<file path="config.mk">
export PLATFORM = sky130hd
export DESIGN_NAME = lidar_frame_parser
export DESIGN_NICKNAME = d
export VERILOG_FILES = /design/src/lfp_pkg.sv /design/src/lidar_frame_parser.sv /design/src/lfp_decode.sv
export SDC_FILE = /design/constraint.sdc
export NUM_CORES = 1
export LEC_CHECK = 0
export BUFFER_PORTS_ARGS = -buffer_cell sky130_fd_sc_hd__buf_2
export CAP_MARGIN = 40
export CELL_PAD_IN_SITES_DETAIL_PLACEMENT = 1
export CELL_PAD_IN_SITES_GLOBAL_PLACEMENT = 1
export CORE_MARGIN = 3
export CORE_UTILIZATION = 48
export CTS_CLUSTER_SIZE = 14
export DETAILED_ROUTE_END_ITERATION = 7
export GPL_ROUTABILITY_DRIVEN = 1
export PLACE_DENSITY = 0.91
export SYNTH_ARGS = -nofsm -noshare
export SYNTH_HDL_FRONTEND = slang
export SYNTH_SLANG_ARGS = --single-unit
</file>
<file path="constraint.sdc">
create_clock -name clk -period 4 [get_ports clk]
set_input_delay 0 -clock clk [delete_from_list [all_inputs] [get_ports clk]]
set_output_delay 0 -clock clk [all_outputs]
set_load 0.05 [all_outputs]
</file>
<file path="src/lfp_pkg.sv">
// ============================================================================
// lfp_pkg: shared types and constants of the lidar frame parser
// Status codes, frame layout constants and the result record.
// ============================================================================
package lfp_pkg;

    // Frame layout: two header bytes, six payload bytes, one checksum byte
    localparam int unsigned CNT_W       = 4;
    localparam int unsigned PAYLOAD_LEN = 6;
    localparam int unsigned PIDX_W      = $clog2(PAYLOAD_LEN);

    localparam logic [7:0]       HDR_BYTE = 8'h59;
    localparam logic [CNT_W-1:0] HDR_LEN  = CNT_W'(2);
    localparam logic [CNT_W-1:0] CSUM_POS = CNT_W'(8);

    // Field conversion constants
    localparam logic [15:0] DIST_MAX    = 16'hFFFF;
    localparam logic [19:0] SCALE_X10   = 20'd10;
    localparam logic [15:0] TEMP_OFFSET = 16'd2560;

    typedef enum logic [1:0] {
        STATUS_NONE     = 2'd0,
        STATUS_OK       = 2'd1,
        STATUS_CSUM_ERR = 2'd2
    } status_t;

    typedef logic [PAYLOAD_LEN-1:0][7:0] payload_t;

    typedef struct packed {
        status_t            status;
        logic [15:0]        dist_cm;
        logic [15:0]        dist_mm;
        logic [15:0]        strength;
        logic signed [15:0] temp_tenths;
        logic               valid_res;
    } result_t;

endpackage

</file>
<file path="src/lidar_frame_parser.sv">
// ============================================================================
// lidar_frame_parser: serial range-sensor frame parser
// Hunts for the two-byte header, collects six payload bytes, checks the
// checksum and returns one result per received byte.
// ============================================================================
//
//  channel   dir   tdata                               tuser
//  s_axis    in    [7:0] rx_byte                       -
//  m_axis    out   [15:0] dist_cm, [31:16] dist_mm,    [1:0] status
//                  [47:32] strength, [63:48] temp,
//                  [64] valid_res, [71:65] zero
//
//  One byte per cycle is accepted, sustained, while results are taken; each
//  request gives one result (input register, then result register).
//  The parse step (running sum, byte count, payload capture, a 16x4
//  multiply for each scaled field) sits between those two registers.
//  s_axis_tready follows m_axis_tready combinationally through the two
//  stages, so a full pipe stalls only when the result is not taken.
//  Reset clears the valid bits, the byte count and the running sum; the
//  payload bytes are always written before they are read.
//
module lidar_frame_parser
(
    input  logic        clk,
    input  logic        rst_n,

    input  logic        s_axis_tvalid,
    output logic        s_axis_tready,
    input  logic [7:0]  s_axis_tdata,   // [7:0] rx_byte

    output logic        m_axis_tvalid,
    input  logic        m_axis_tready,
    output logic [71:0] m_axis_tdata,   // dist_cm, dist_mm, strength, temp_tenths,
                                        // valid_res, zero pad
    output logic [1:0]  m_axis_tuser    // [1:0] status
);

    // input stage
    logic                       in_valid_reg;
    logic [7:0]                 in_byte_reg;

    // parser state
    logic [lfp_pkg::CNT_W-1:0]  byte_count_reg;
    logic [lfp_pkg::CNT_W-1:0]  byte_count_next;
    logic [7:0]                 running_sum_reg;
    logic [7:0]                 running_sum_next;
    lfp_pkg::payload_t          payload_reg;

    // result stage
    logic                       out_valid_reg;
    lfp_pkg::result_t           out_reg;
    lfp_pkg::result_t           result;

    logic                       out_free;
    logic                       take;
    logic                       frame_end;
    logic                       pay_wr;
    logic [lfp_pkg::CNT_W-1:0]  pay_off;
    logic [lfp_pkg::PIDX_W-1:0] pay_idx;

    // Advance the result stage when it is empty or being drained
    assign out_free      = !out_valid_reg || m_axis_tready;
    assign s_axis_tready = !in_valid_reg || out_free;
    assign take          = in_valid_reg && out_free;

    // A count at or past the checksum position is treated as the checksum byte
    assign frame_end = (byte_count_reg >= lfp_pkg::CSUM_POS);
    assign pay_wr    = take && (byte_count_reg >= lfp_pkg::HDR_LEN) && !frame_end;
    assign pay_off   = byte_count_reg - lfp_pkg::HDR_LEN;
    assign pay_idx   = pay_off[lfp_pkg::PIDX_W-1:0];

    always_comb
    begin
        byte_count_next  = byte_count_reg;
        running_sum_next = running_sum_reg;
        if (take)
        begin
            if (byte_count_reg < lfp_pkg::HDR_LEN)
            begin
                // Hunt: a non-header byte drops back to the start, not rechecked
                if (in_byte_reg == lfp_pkg::HDR_BYTE)
                begin
                    byte_count_next  = byte_count_reg + 1'b1;
                    running_sum_next = running_sum_reg + in_byte_reg;
                end
                else
                begin
                    byte_count_next  = '0;
                    running_sum_next = '0;
                end
            end
            else if (!frame_end)
            begin
                byte_count_next  = byte_count_reg + 1'b1;
                running_sum_next = running_sum_reg + in_byte_reg;
            end
            else
            begin
                // Restart after the checksum byte, good or bad
                byte_count_next  = '0;
                running_sum_next = '0;
            end
        end
    end

    lfp_decode u_decode
    (
        .frame_end (frame_end),
        .rx_byte   (in_byte_reg),
        .sum       (running_sum_reg),
        .payload   (payload_reg),
        .result    (result)
    );

    // Control registers
    always_ff @(posedge clk or negedge rst_n)
    begin
        if (!rst_n)
        begin
            in_valid_reg    <= 1'b0;
            out_valid_reg   <= 1'b0;
            byte_count_reg  <= '0;
            running_sum_reg <= '0;
        end
        else
        begin
            if (s_axis_tready)
            begin
                in_valid_reg <= s_axis_tvalid;
            end
            if (out_free)
            begin
                out_valid_reg <= take;
            end
            byte_count_reg  <= byte_count_next;
            running_sum_reg <= running_sum_next;
        end
    end

    // Payload registers: capture the input byte and payload bytes, hold the result
    always_ff @(posedge clk)
    begin
        if (s_axis_tvalid && s_axis_tready)
        begin
            in_byte_reg <= s_axis_tdata;
        end
        if (pay_wr)
        begin
            payload_reg[pay_idx] <= in_byte_reg;
        end
        if (take)
        begin
            out_reg <= result;
        end
    end

    assign m_axis_tvalid = out_valid_reg;
    assign m_axis_tuser  = out_reg.status;
    assign m_axis_tdata  = {7'b0, out_reg.valid_res, out_reg.temp_tenths,
                            out_reg.strength, out_reg.dist_mm, out_reg.dist_cm};

`ifndef SYNTHESIS
    // The byte count never runs past the checksum position
    assert property (@(posedge clk) disable iff (!rst_n)
        byte_count_reg <= lfp_pkg::CSUM_POS)
        else $error("byte count beyond checksum position");

    // A checksum byte restarts the parser and yields a frame status
    assert property (@(posedge clk) disable iff (!rst_n)
        (take && frame_end) |=>
            (byte_count_reg == '0) && (m_axis_tuser != lfp_pkg::STATUS_NONE))
        else $error("frame end did not restart or report");

    // Only a decoded frame carries nonzero fields
    assert property (@(posedge clk) disable iff (!rst_n)
        (m_axis_tvalid && m_axis_tuser != lfp_pkg::STATUS_OK) |-> (m_axis_tdata == '0))
        else $error("fields set without a decoded frame");

    // A result is in flight only if an input was taken for it
    assert property (@(posedge clk) disable iff (!rst_n)
        ($rose(m_axis_tvalid)) |-> $past(in_valid_reg))
        else $error("result without a request");
`endif

endmodule

</file>
<file path="src/lfp_decode.sv">
// ============================================================================
// lfp_decode: checksum check and field conversion
// Turns the six stored payload bytes into the result record at frame end.
// ============================================================================
module lfp_decode
(
    input  logic                 frame_end,
    input  logic [7:0]           rx_byte,
    input  logic [7:0]           sum,
    input  lfp_pkg::payload_t    payload,
    output lfp_pkg::result_t     result
);

    logic [15:0] dcm;
    logic [15:0] str;
    logic [15:0] raw;
    logic [19:0] dist_x10;
    logic [19:0] temp_x10;
    logic [15:0] temp_scaled;
    logic [15:0] dmm;

    assign dcm = {payload[1], payload[0]};
    assign str = {payload[3], payload[2]};
    assign raw = {payload[5], payload[4]};

    assign dist_x10    = {4'b0, dcm} * lfp_pkg::SCALE_X10;
    assign temp_x10    = {4'b0, raw} * lfp_pkg::SCALE_X10;
    assign temp_scaled = temp_x10[18:3];

    // saturate anything past 16 bits; full-scale distance stays full-scale
    assign dmm = (dcm == lfp_pkg::DIST_MAX || dist_x10[19:16] != 4'b0)
               ? lfp_pkg::DIST_MAX : dist_x10[15:0];

    always_comb
    begin
        result = '0;
        if (frame_end)
        begin
            if (sum != rx_byte)
            begin
                result.status = lfp_pkg::STATUS_CSUM_ERR;
            end
            else
            begin
                result.status      = lfp_pkg::STATUS_OK;
                result.dist_cm     = dcm;
                result.dist_mm     = dmm;
                result.strength    = str;
                result.temp_tenths = temp_scaled - lfp_pkg::TEMP_OFFSET;
                result.valid_res   = (dcm != 16'd0) && (dcm != lfp_pkg::DIST_MAX);
            end
        end
    end

endmodule
</file>
==> impl_summary.log, run 1 <==
[metrics] outcome: finished clean
[metrics] kind of start point of the critical path: register
[metrics] average size of a mapped cell: 12.87 µm²
[metrics] cell area after technology mapping: 0.007081 mm²
[metrics] leakage power of the design: 3.607 nW
[metrics] sum of negative setup slack: 0 ns
[metrics] maximum resistive drop on vdd: 0.0002748 V
[metrics] wire length of the first global-routing pass: 29.73 mm
[metrics] cell repeated most along the worst path: sky130_fd_sc_hd__ha_1
[metrics] critical path capture point type: register
[metrics] number of placement rows: 43
[metrics] distinct cell type count after synthesis: 66
[metrics] sequential fraction of design power: 46.0%
[metrics] peak clock frequency supported by timing: 0.2659 GHz
[metrics] cell type of the slowest stage on the worst timing path: sky130_fd_sc_hd__a311oi_1
[metrics] final slew viol count: 0
[metrics] initial drt markers: 507
[metrics] Synth Area in Adders: between 10 and 15%
[metrics] synthesized netlist cell count: 550
[metrics] Post-Synth Simple-Gate Area: 11.36%
[metrics] R2R Path Start: payload_reg[35]$_DFFE_PP_
[metrics] number of antenna violations at the first check in global routing: 0
[metrics] half-perimeter wire length of the detailed placement result: 12.76 mm
[metrics] maximum clock insertion buffer count: 2
[metrics] Sw Ratio: around 24%
[metrics] worst-case register-to-register setup slack: 0.24 ns
[metrics] NetSw: just under 0.0009 W
[metrics] cell taking the most area after synthesis: sky130_fd_sc_hd__edfxtp_1
[metrics] signed area change from the synthesized netlist to the final layout: 19.42%
[metrics] all-layer global routing usage: 23.94%
[metrics] top area cells in the synthesized netlist: sky130_fd_sc_hd__edfxtp_1 (52%), sky130_fd_sc_hd__ha_1 (11%), sky130_fd_sc_hd__dfrtp_1 (4.9%)
[metrics] XOR/XNOR share of the synthesized area: 3.711%
[metrics] per-cell routed wire length: 22.34 µm
[metrics] time the worst path needs with I/O delays and setup: roughly 3.8 ns
[metrics] R2R depth: 10
[metrics] Cell Chain, Critical Path: ha_1, ha_1, fa_1, a211oi_2, o211ai_2, a2111oi_1, a41oi_1, a311oi_1, or4b_1, a21oi_1
[metrics] Logic pwr share: 8.3%
[metrics] highest net fanout along the worst path: 4
[metrics] Worst EP arrival: 4.05 ns
[metrics] filler instances: 1,415
[metrics] fraction of post-synthesis cell area in the top cell type by area: a little over half
[metrics] number of flops mapped to enable cells by yosys: 123
[metrics] CTS clock-pin slew for the worst setup and hold paths: around 0.060 ns
[metrics] MaxCap Viol Count: 0
[metrics] total global routing overflow: 0
[metrics] largest incremental delay on the critical path: about 0.49 ns
[metrics] required time of the critical path: 4.29 ns
[metrics] Setup Viol. Count Final: 0
[metrics] final estimated routing congestion in global placement: 0.8775
[metrics] Hold Worst Slack: 0.2671 ns
[metrics] worst setup path endpoint: m_axis_tdata[63]$_SDFFCE_PP0P_
[metrics] class of the tightest hold or removal check: primary input to register
[metrics] number of buffers created by CTS: 17
[metrics] num ports: 88
[metrics] category of cells accounting for the largest share of critical-path delay: compound AO/OA/AOI/OAI gates
[metrics] DR vias/cell: 6.118
[metrics] period utilization: a little over nine tenths
[metrics] residual DRC count: 0
[metrics] core region area: 0.01415 mm²
[metrics] CTS tree: yes
[metrics] flip-flop and latch count after synthesis: 137
[metrics] mux cell area share after synthesis: less than 1%
[metrics] Routed Antenna Nets: 0
[metrics] die height: 127.5 µm
[metrics] Detailed Routing Iterations Pass 1: 7
[metrics] RSZ-0062 raised after global routing: false
[metrics] pin count of the biggest net entering global routing: 41
[metrics] share of synthesized area occupied by flip-flops and latches: 57.11%
[metrics] fraction of the mapped netlist area in compound gates: 12.19%
[metrics] largest clock skew in the final design: 0.01094 ns
[metrics] combinational family with the most area after synthesis: adder cells
[metrics] H-Tree Depth: 4
[metrics] nets: 736
[metrics] routed via count: 5,188
[metrics] total count of hold-check failures in the final report: 0
[metrics] IO Port Bufs: 80
[metrics] CTS sink cnt: 137
[metrics] pwr/cell area: 422.9 mW/mm²
[metrics] WS Path Type: register to register
[metrics] max_slew headroom: between 40% and 50%
[metrics] number of flip-flops in the largest register: 65
[metrics] source-to-sink clock delay at the later pin of the worst-skew pair: around 0.44 ns
[metrics] antenna cells: 0
[metrics] proportion of register bits with asynchronous set or reset after synthesis: roughly a tenth
[metrics] via count of the first global-routing pass: 5,555
[metrics] final wirelength: ~19 mm
[metrics] layout cells sized above 1: 20.51%
[metrics] Cell Int Power: approximately 0.0027 W
[metrics] Worst-Margin Slew: roughly 0.83 ns
[metrics] initial core utilization: 50.04%
[metrics] power share of the clock group: 45.7%
[metrics] number of warnings issued by yosys: 0
[metrics] critical path launch point: payload_reg[35]$_DFFE_PP_
[metrics] Most used DFF post-synth: sky130_fd_sc_hd__edfxtp_1
[metrics] floorplan die width: 127.5 µm
[metrics] number of buffers and inverters on the critical path: 0
[metrics] Root Buffer: sky130_fd_sc_hd__clkbuf_16
[metrics] total die area: roughly 0.016 mm²
[metrics] destination of the worst register-to-register timing path: m_axis_tdata[63]$_SDFFCE_PP0P_
[metrics] path length in cells of the critical path: 10
## worst min path at each step
stage / startpoint / endpoint / cells after the start
floorplan: rst_n / byte_count_reg[0]$_DFFE_PN0P_ / 0
global placement: rst_n / in_valid_reg$_DFFE_PN0N_ / 1
detailed placement: rst_n / m_axis_tvalid$_DFFE_PN0P_ / 1
CTS: s_axis_tdata[1] / in_byte_reg[1]$_DFFE_PP_ / 2
global route: s_axis_tdata[0] / in_byte_reg[0]$_DFFE_PP_ / 2
finish: s_axis_tdata[1] / in_byte_reg[1]$_DFFE_PP_ / 2
## layout by cell type, fill, tap and decap left out, types with 7 or more instances in the layout
cell type / synthesis / routed
sky130_fd_sc_hd__nor3_1: 12 / 12
sky130_fd_sc_hd__dlygate4sd3_1: 0 / 14
sky130_fd_sc_hd__dfrtp_1: 14 / 14
sky130_fd_sc_hd__a31oi_1: 16 / 16
sky130_fd_sc_hd__edfxtp_1: 123 / 123
sky130_fd_sc_hd__nand2_1: 20 / 20
sky130_fd_sc_hd__o21ai_0: 18 / 18
sky130_fd_sc_hd__a21o_1: 13 / 13
sky130_fd_sc_hd__xor2_1: 16 / 16
sky130_fd_sc_hd__a21oi_1: 28 / 28
sky130_fd_sc_hd__and3_1: 36 / 36
sky130_fd_sc_hd__clkbuf_16: 0 / 17
sky130_fd_sc_hd__buf_2: 4 / 83
sky130_fd_sc_hd__buf_4: 7 / 9
sky130_fd_sc_hd__o21a_1: 9 / 9
sky130_fd_sc_hd__nor4_1: 11 / 10
sky130_fd_sc_hd__nor2_1: 28 / 28
sky130_fd_sc_hd__conb_1: 1 / 7
sky130_fd_sc_hd__inv_1: 12 / 12
sky130_fd_sc_hd__ha_1: 65 / 65
sky130_fd_sc_hd__a211oi_1: 7 / 7
sky130_fd_sc_hd__xnor2_1: 14 / 14
## power groups by stage
| stage | clock (W) | sequential (W) | combinational, W |
|---|---|---|---|
| after global routing | 0.00171 | 0.00165 | 0.000309 |
| final | 0.00163 | 0.00165 | 0.000296 |
| after detailed placement | 0 | 0.00168 | 0.000285 |
| after global placement | 0 | 0.00167 | 0.000277 |
| after floorplan | 0 | 0.00182 | 0.0000629 |
| after CTS | 0.00165 | 0.00165 | 0.000298 |
## cells by family after synthesis
logic type               count (synthesis)
AO/OA/AOI/OAI                          127
XOR/XNOR                                30
flip-flops                             137
other                                    1
multiplexers                             3
adder cells (fa/ha/maj)                 68
AND/OR/NAND/NOR                        145
buffers and inverters                   39
## final cells by class
| class | count | area, µm² | share of cell area, % |
|---|---|---|---|
| sequential | 137 | 4044 | 47.82 |
| multi-input combinational | 380 | 2880 | 34.06 |
| timing repair buffer | 107 | 650.6 | 7.695 |
| clock buffer | 19 | 432.9 | 5.120 |
| tap | 180 | 225.2 | 2.664 |
| clock inverter | 12 | 173.9 | 2.057 |
| inverter | 13 | 48.80 | 0.5771 |
## layer usage
| metal | part of all wire, % | vias up | global-route usage [%] |
|---|---|---|---|
| met5 | 0 | - | 0 |
| met4 | 2.4 | 0 | 9.148 |
| met3 | 5.0 | 45 | 5.184 |
| met2 | 53 | 219 | 43.30 |
| met1 | 40 | 2594 | 27.68 |
| li1 | - | 2330 | - |
## cell usage after synthesis, drive strengths merged, types with 2 or more instances
cell type	instances
edfxtp	123
ha	65
and3	36
a21oi	28
nor2	28
nand2	20
o21ai	19
a31oi	16
xor2	16
clkbuf	14
dfrtp	14
xnor2	14
a21o	13
nor3	13
buf	12
inv	12
nor4	12
o21a	10
a211oi	9
nand4	6
o21bai	6
nand2b	5
a22o	4
o31ai	4
or2	4
or3	4
and2	3
fa	3
nand3b	3
nor2b	3
a2111oi	2
a311oi	2
mux2i	2
nand3	2
o211ai	2
o22ai	2
or4	2
## metrics by stage
stage          power (W)  instances  worst slack, ns  area [µm²]  utilization [%]
6_report        0.003576        848           0.2396        8456            59.76
4_1_cts         0.003597        848           0.2545        8456            59.76
3_3_place_gp    0.001949        799           0.6271        7666            54.18
5_1_grt         0.003668        848          0.01331        8456            59.76
3_5_place_dp    0.001961        803           0.3875        7709            54.48
2_1_floorplan   0.001883        556           0.6691        7103                -
## what timing repair did
item,4_1_cts,5_1_grt
setup buffers,0,0
hold buffers,14,0
gates resized for setup,0,0
endpoints found under the hold margin,24,0
Power figures use the tool's default switching activity.
==> run 2, diff against run 1 <==
--- a/config.mk
+++ b/config.mk
@@ -14,6 +14,7 @@
 export CTS_CLUSTER_SIZE = 14
 export DETAILED_ROUTE_END_ITERATION = 7
 export GPL_ROUTABILITY_DRIVEN = 1
+export MAX_ROUTING_LAYER = met4
 export PLACE_DENSITY = 0.91
 export SYNTH_ARGS = -nofsm -noshare
 export SYNTH_HDL_FRONTEND = slang
==> impl_summary.log, run 2 (synthesized netlist as in run 1, its figures left out) <==
[metrics] pin count of the biggest net entering global routing: 40 (-2.4%)
[metrics] antenna cells: 0 (unchanged)
[metrics] half-perimeter wire length of the detailed placement result: 12.85 mm (+0.71%)
[metrics] kind of start point of the critical path: register
[metrics] cell repeated most along the worst path: sky130_fd_sc_hd__ha_1
[metrics] total die area: 0.01624 mm² (unchanged)
[metrics] initial core utilization: 50.04% (unchanged)
[metrics] layout cells sized above 1: 21.14% (+0.63 points)
[metrics] max_slew headroom: 43.04% (-1.2 points)
[metrics] filler instances: 1,429 (+0.99%)
[metrics] Detailed Routing Iterations Pass 1: 5 (-2)
[metrics] Worst-Margin Slew: 0.8512 ns (+0.01834 ns)
[metrics] total global routing overflow: 0 (unchanged)
[metrics] time the worst path needs with I/O delays and setup: 3.599 ns (-0.1613 ns)
[metrics] final estimated routing congestion in global placement: 0.8870 (+1.1%)
[metrics] core region area: 0.01415 mm² (unchanged)
[metrics] Cell Chain, Critical Path: ha_1, ha_1, fa_1, a211oi_2, o211ai_2, a2111oi_1, a41oi_1, a311oi_1, or4b_1, a21oi_1
[metrics] Root Buffer: sky130_fd_sc_hd__clkbuf_16
[metrics] worst-case register-to-register setup slack: 0.40 ns (+0.16 ns)
[metrics] wire length of the first global-routing pass: 31.07 mm (+4.5%)
[metrics] CTS clock-pin slew for the worst setup and hold paths: 0.06 ns (about the same)
[metrics] critical path capture point type: register
[metrics] Worst Slack Setup Final: 0.4010 ns (+0.1613 ns)
[metrics] final wirelength: 19.46 mm (+2.7%)
[metrics] worst slack at placement: 0.4835 ns (+0.09601 ns)
[metrics] source-to-sink clock delay at the later pin of the worst-skew pair: 0.42 ns (-0.02 ns)
[metrics] pwr/cell area: 428.5 mW/mm² (+1.3%)
[metrics] DP Area: 0.007711 mm² (about the same)
[metrics] overall power consumption: 0.003624 W (+1.3%)
[metrics] outcome: finished clean
[metrics] highest net fanout along the worst path: 4 (unchanged)
[metrics] class of the tightest hold or removal check: primary input to asynchronous set/reset pin
[metrics] largest clock skew in the final design: 0.007026 ns (-0.003916 ns)
[metrics] sum of negative setup slack: 0 ns (unchanged)
[metrics] floorplan die width: 127.5 µm (unchanged)
[metrics] H-Tree Depth: 4 (unchanged)
[metrics] CTS sink cnt: 137 (unchanged)
[metrics] DR vias/cell: 6.107 (-0.17%)
[metrics] Routed Antenna Nets: 0 (unchanged)
[metrics] destination of the worst register-to-register timing path: m_axis_tdata[63]$_SDFFCE_PP0P_
[metrics] maximum resistive drop on vdd: 0.0003056 V (+11%)
[metrics] per-cell routed wire length: 22.97 µm (+2.8%)
[metrics] WS Path Type: register to register
[metrics] number of antenna violations at the first check in global routing: 0 (unchanged)
[metrics] number of placement rows: 43 (unchanged)
[metrics] most common cell after layout, fill and taps aside: sky130_fd_sc_hd__edfxtp_1
[metrics] R2R depth: 10 (unchanged)
[metrics] required time of the critical path: 4.27 ns (-0.02 ns)
[metrics] all-layer global routing usage: 25.63% (+1.7 points)
[metrics] final slew viol count: 0 (unchanged)
[metrics] post-CTS setup repair buffer count: 0 (unchanged)
[metrics] initial drt markers: 380 (-25%)
[metrics] IO Port Bufs: 80 (unchanged)
[metrics] cts repair resizes: 0 (unchanged)
[metrics] number of placed instances with taps included: 803 (unchanged)
[metrics] via count of the first global-routing pass: 5,552 (-0.054%)
[metrics] largest incremental delay on the critical path: 0.49 ns (about the same)
[metrics] total count of hold-check failures in the final report: 0 (unchanged)
[metrics] cell type of the slowest stage on the worst timing path: sky130_fd_sc_hd__or4b_1
[metrics] die height: 127.5 µm (unchanged)
[metrics] number of buffers created by CTS: 17 (unchanged)
[metrics] fin cells: 847 (-0.12%)
[metrics] RSZ-0062 raised after global routing: false
[metrics] leakage power of the design: 3.613 nW (+0.16%)
[metrics] Setup Viol. Count Final: 0 (unchanged)
[metrics] routed via count: 5,173 (-0.29%)
[metrics] number of flip-flops in the largest register: 65 (unchanged)
[metrics] MaxCap Viol Count: 0 (unchanged)
[metrics] residual DRC count: 0 (unchanged)
[metrics] most frequent cells in the layout: sky130_fd_sc_hd__edfxtp_1 (123), sky130_fd_sc_hd__buf_2 (82), sky130_fd_sc_hd__ha_1 (65), sky130_fd_sc_hd__and3_1 (36)
[metrics] nets: 734 (-0.27%)
[metrics] fin area: 0.008457 mm² (about the same)
[metrics] CTS tree: yes
[metrics] signed area change from the synthesized netlist to the final layout: 19.44% (about the same)
[metrics] Worst EP arrival: 3.87 ns (-0.18 ns)
[metrics] maximum clock insertion buffer count: 2 (unchanged)
[metrics] peak clock frequency supported by timing: 0.2779 GHz (+4.5%)
[metrics] num ports: 88 (unchanged)
[metrics] period utilization: 89.98% (-4.0 points)
[metrics] R2R Path Start: payload_reg[35]$_DFFE_PP_
## run 2: per-stage QoR
stage          util, %  hold slack, ns
2_1_floorplan        -         -0.2956
3_3_place_gp     54.23        -0.08519
3_5_place_dp     54.50        -0.07518
4_1_cts          59.77         0.01646
5_1_grt          59.77         0.04863
6_report         59.77         0.01967
## run 2: layout make-up
| class | count | area, µm² | share of cell area, % |
|---|---|---|---|
| clock buffer | 17 | 425.4 | 5.030 |
| clock inverter | 15 | 200.2 | 2.367 |
| inverter | 13 | 48.80 | 0.5770 |
| multi-input combinational | 380 | 2880 | 34.06 |
| sequential | 137 | 4044 | 47.82 |
| tap | 180 | 225.2 | 2.663 |
| timing repair buffer | 105 | 633.1 | 7.486 |
## run 2: worst max-delay path: cells and delay by family (launching register included)
family | cells | cell delay (ns)
AOI/OAI and AO/OA | 6 | 1.56
adders and majority gates | 3 | 0.98
and+or+nand+nor | 1 | 0.49
DFF | 1 | 0.41
## run 2: how the worst max path moves through the flow
stage	startpoint	end	slack [ns]	depth (start not counted)
final	payload_reg[35]$_DFFE_PP_	m_axis_tdata[63]$_SDFFCE_PP0P_	0.40	10
after global routing	payload_reg[35]$_DFFE_PP_	m_axis_tdata[63]$_SDFFCE_PP0P_	0.17	10
after CTS	payload_reg[35]$_DFFE_PP_	m_axis_tdata[63]$_SDFFCE_PP0P_	0.42	10
after detailed placement	payload_reg[35]$_DFFE_PP_	m_axis_tdata[63]$_SDFFCE_PP0P_	0.48	10
after global placement	payload_reg[35]$_DFFE_PP_	m_axis_tdata[63]$_SDFFCE_PP0P_	0.63	10
after floorplan	m_axis_tvalid$_DFFE_PN0P_	byte_count_reg[3]$_DFFE_PN0P_	0.67	6
## run 2: per-layer routing
| layer | vias up | share of wire, % | track usage (%) |
|---|---|---|---|
| met5 | - | 0 | - |
| met4 | 0 | 2.9 | 10.41 |
| met3 | 43 | 5.1 | 4.473 |
| met2 | 199 | 53 | 45.43 |
| met1 | 2604 | 39 | 28.60 |
| li1 | 2327 | - | - |
## run 2: timing repair
action	4_1_cts	5_1_grt
hold endpoints to repair	24	0
hold buffers	12	0
setup endpoints to repair	0	0
## run 2: power by group
| group | switching [W] | internal (W) |
|---|---|---|
| Sequential | 0.0000309 | 0.00162 |
| Combinational | 0.000240 | 0.0000533 |
| Clock | 0.000639 | 0.00105 |
| Total | 0.000909 | 0.00271 |
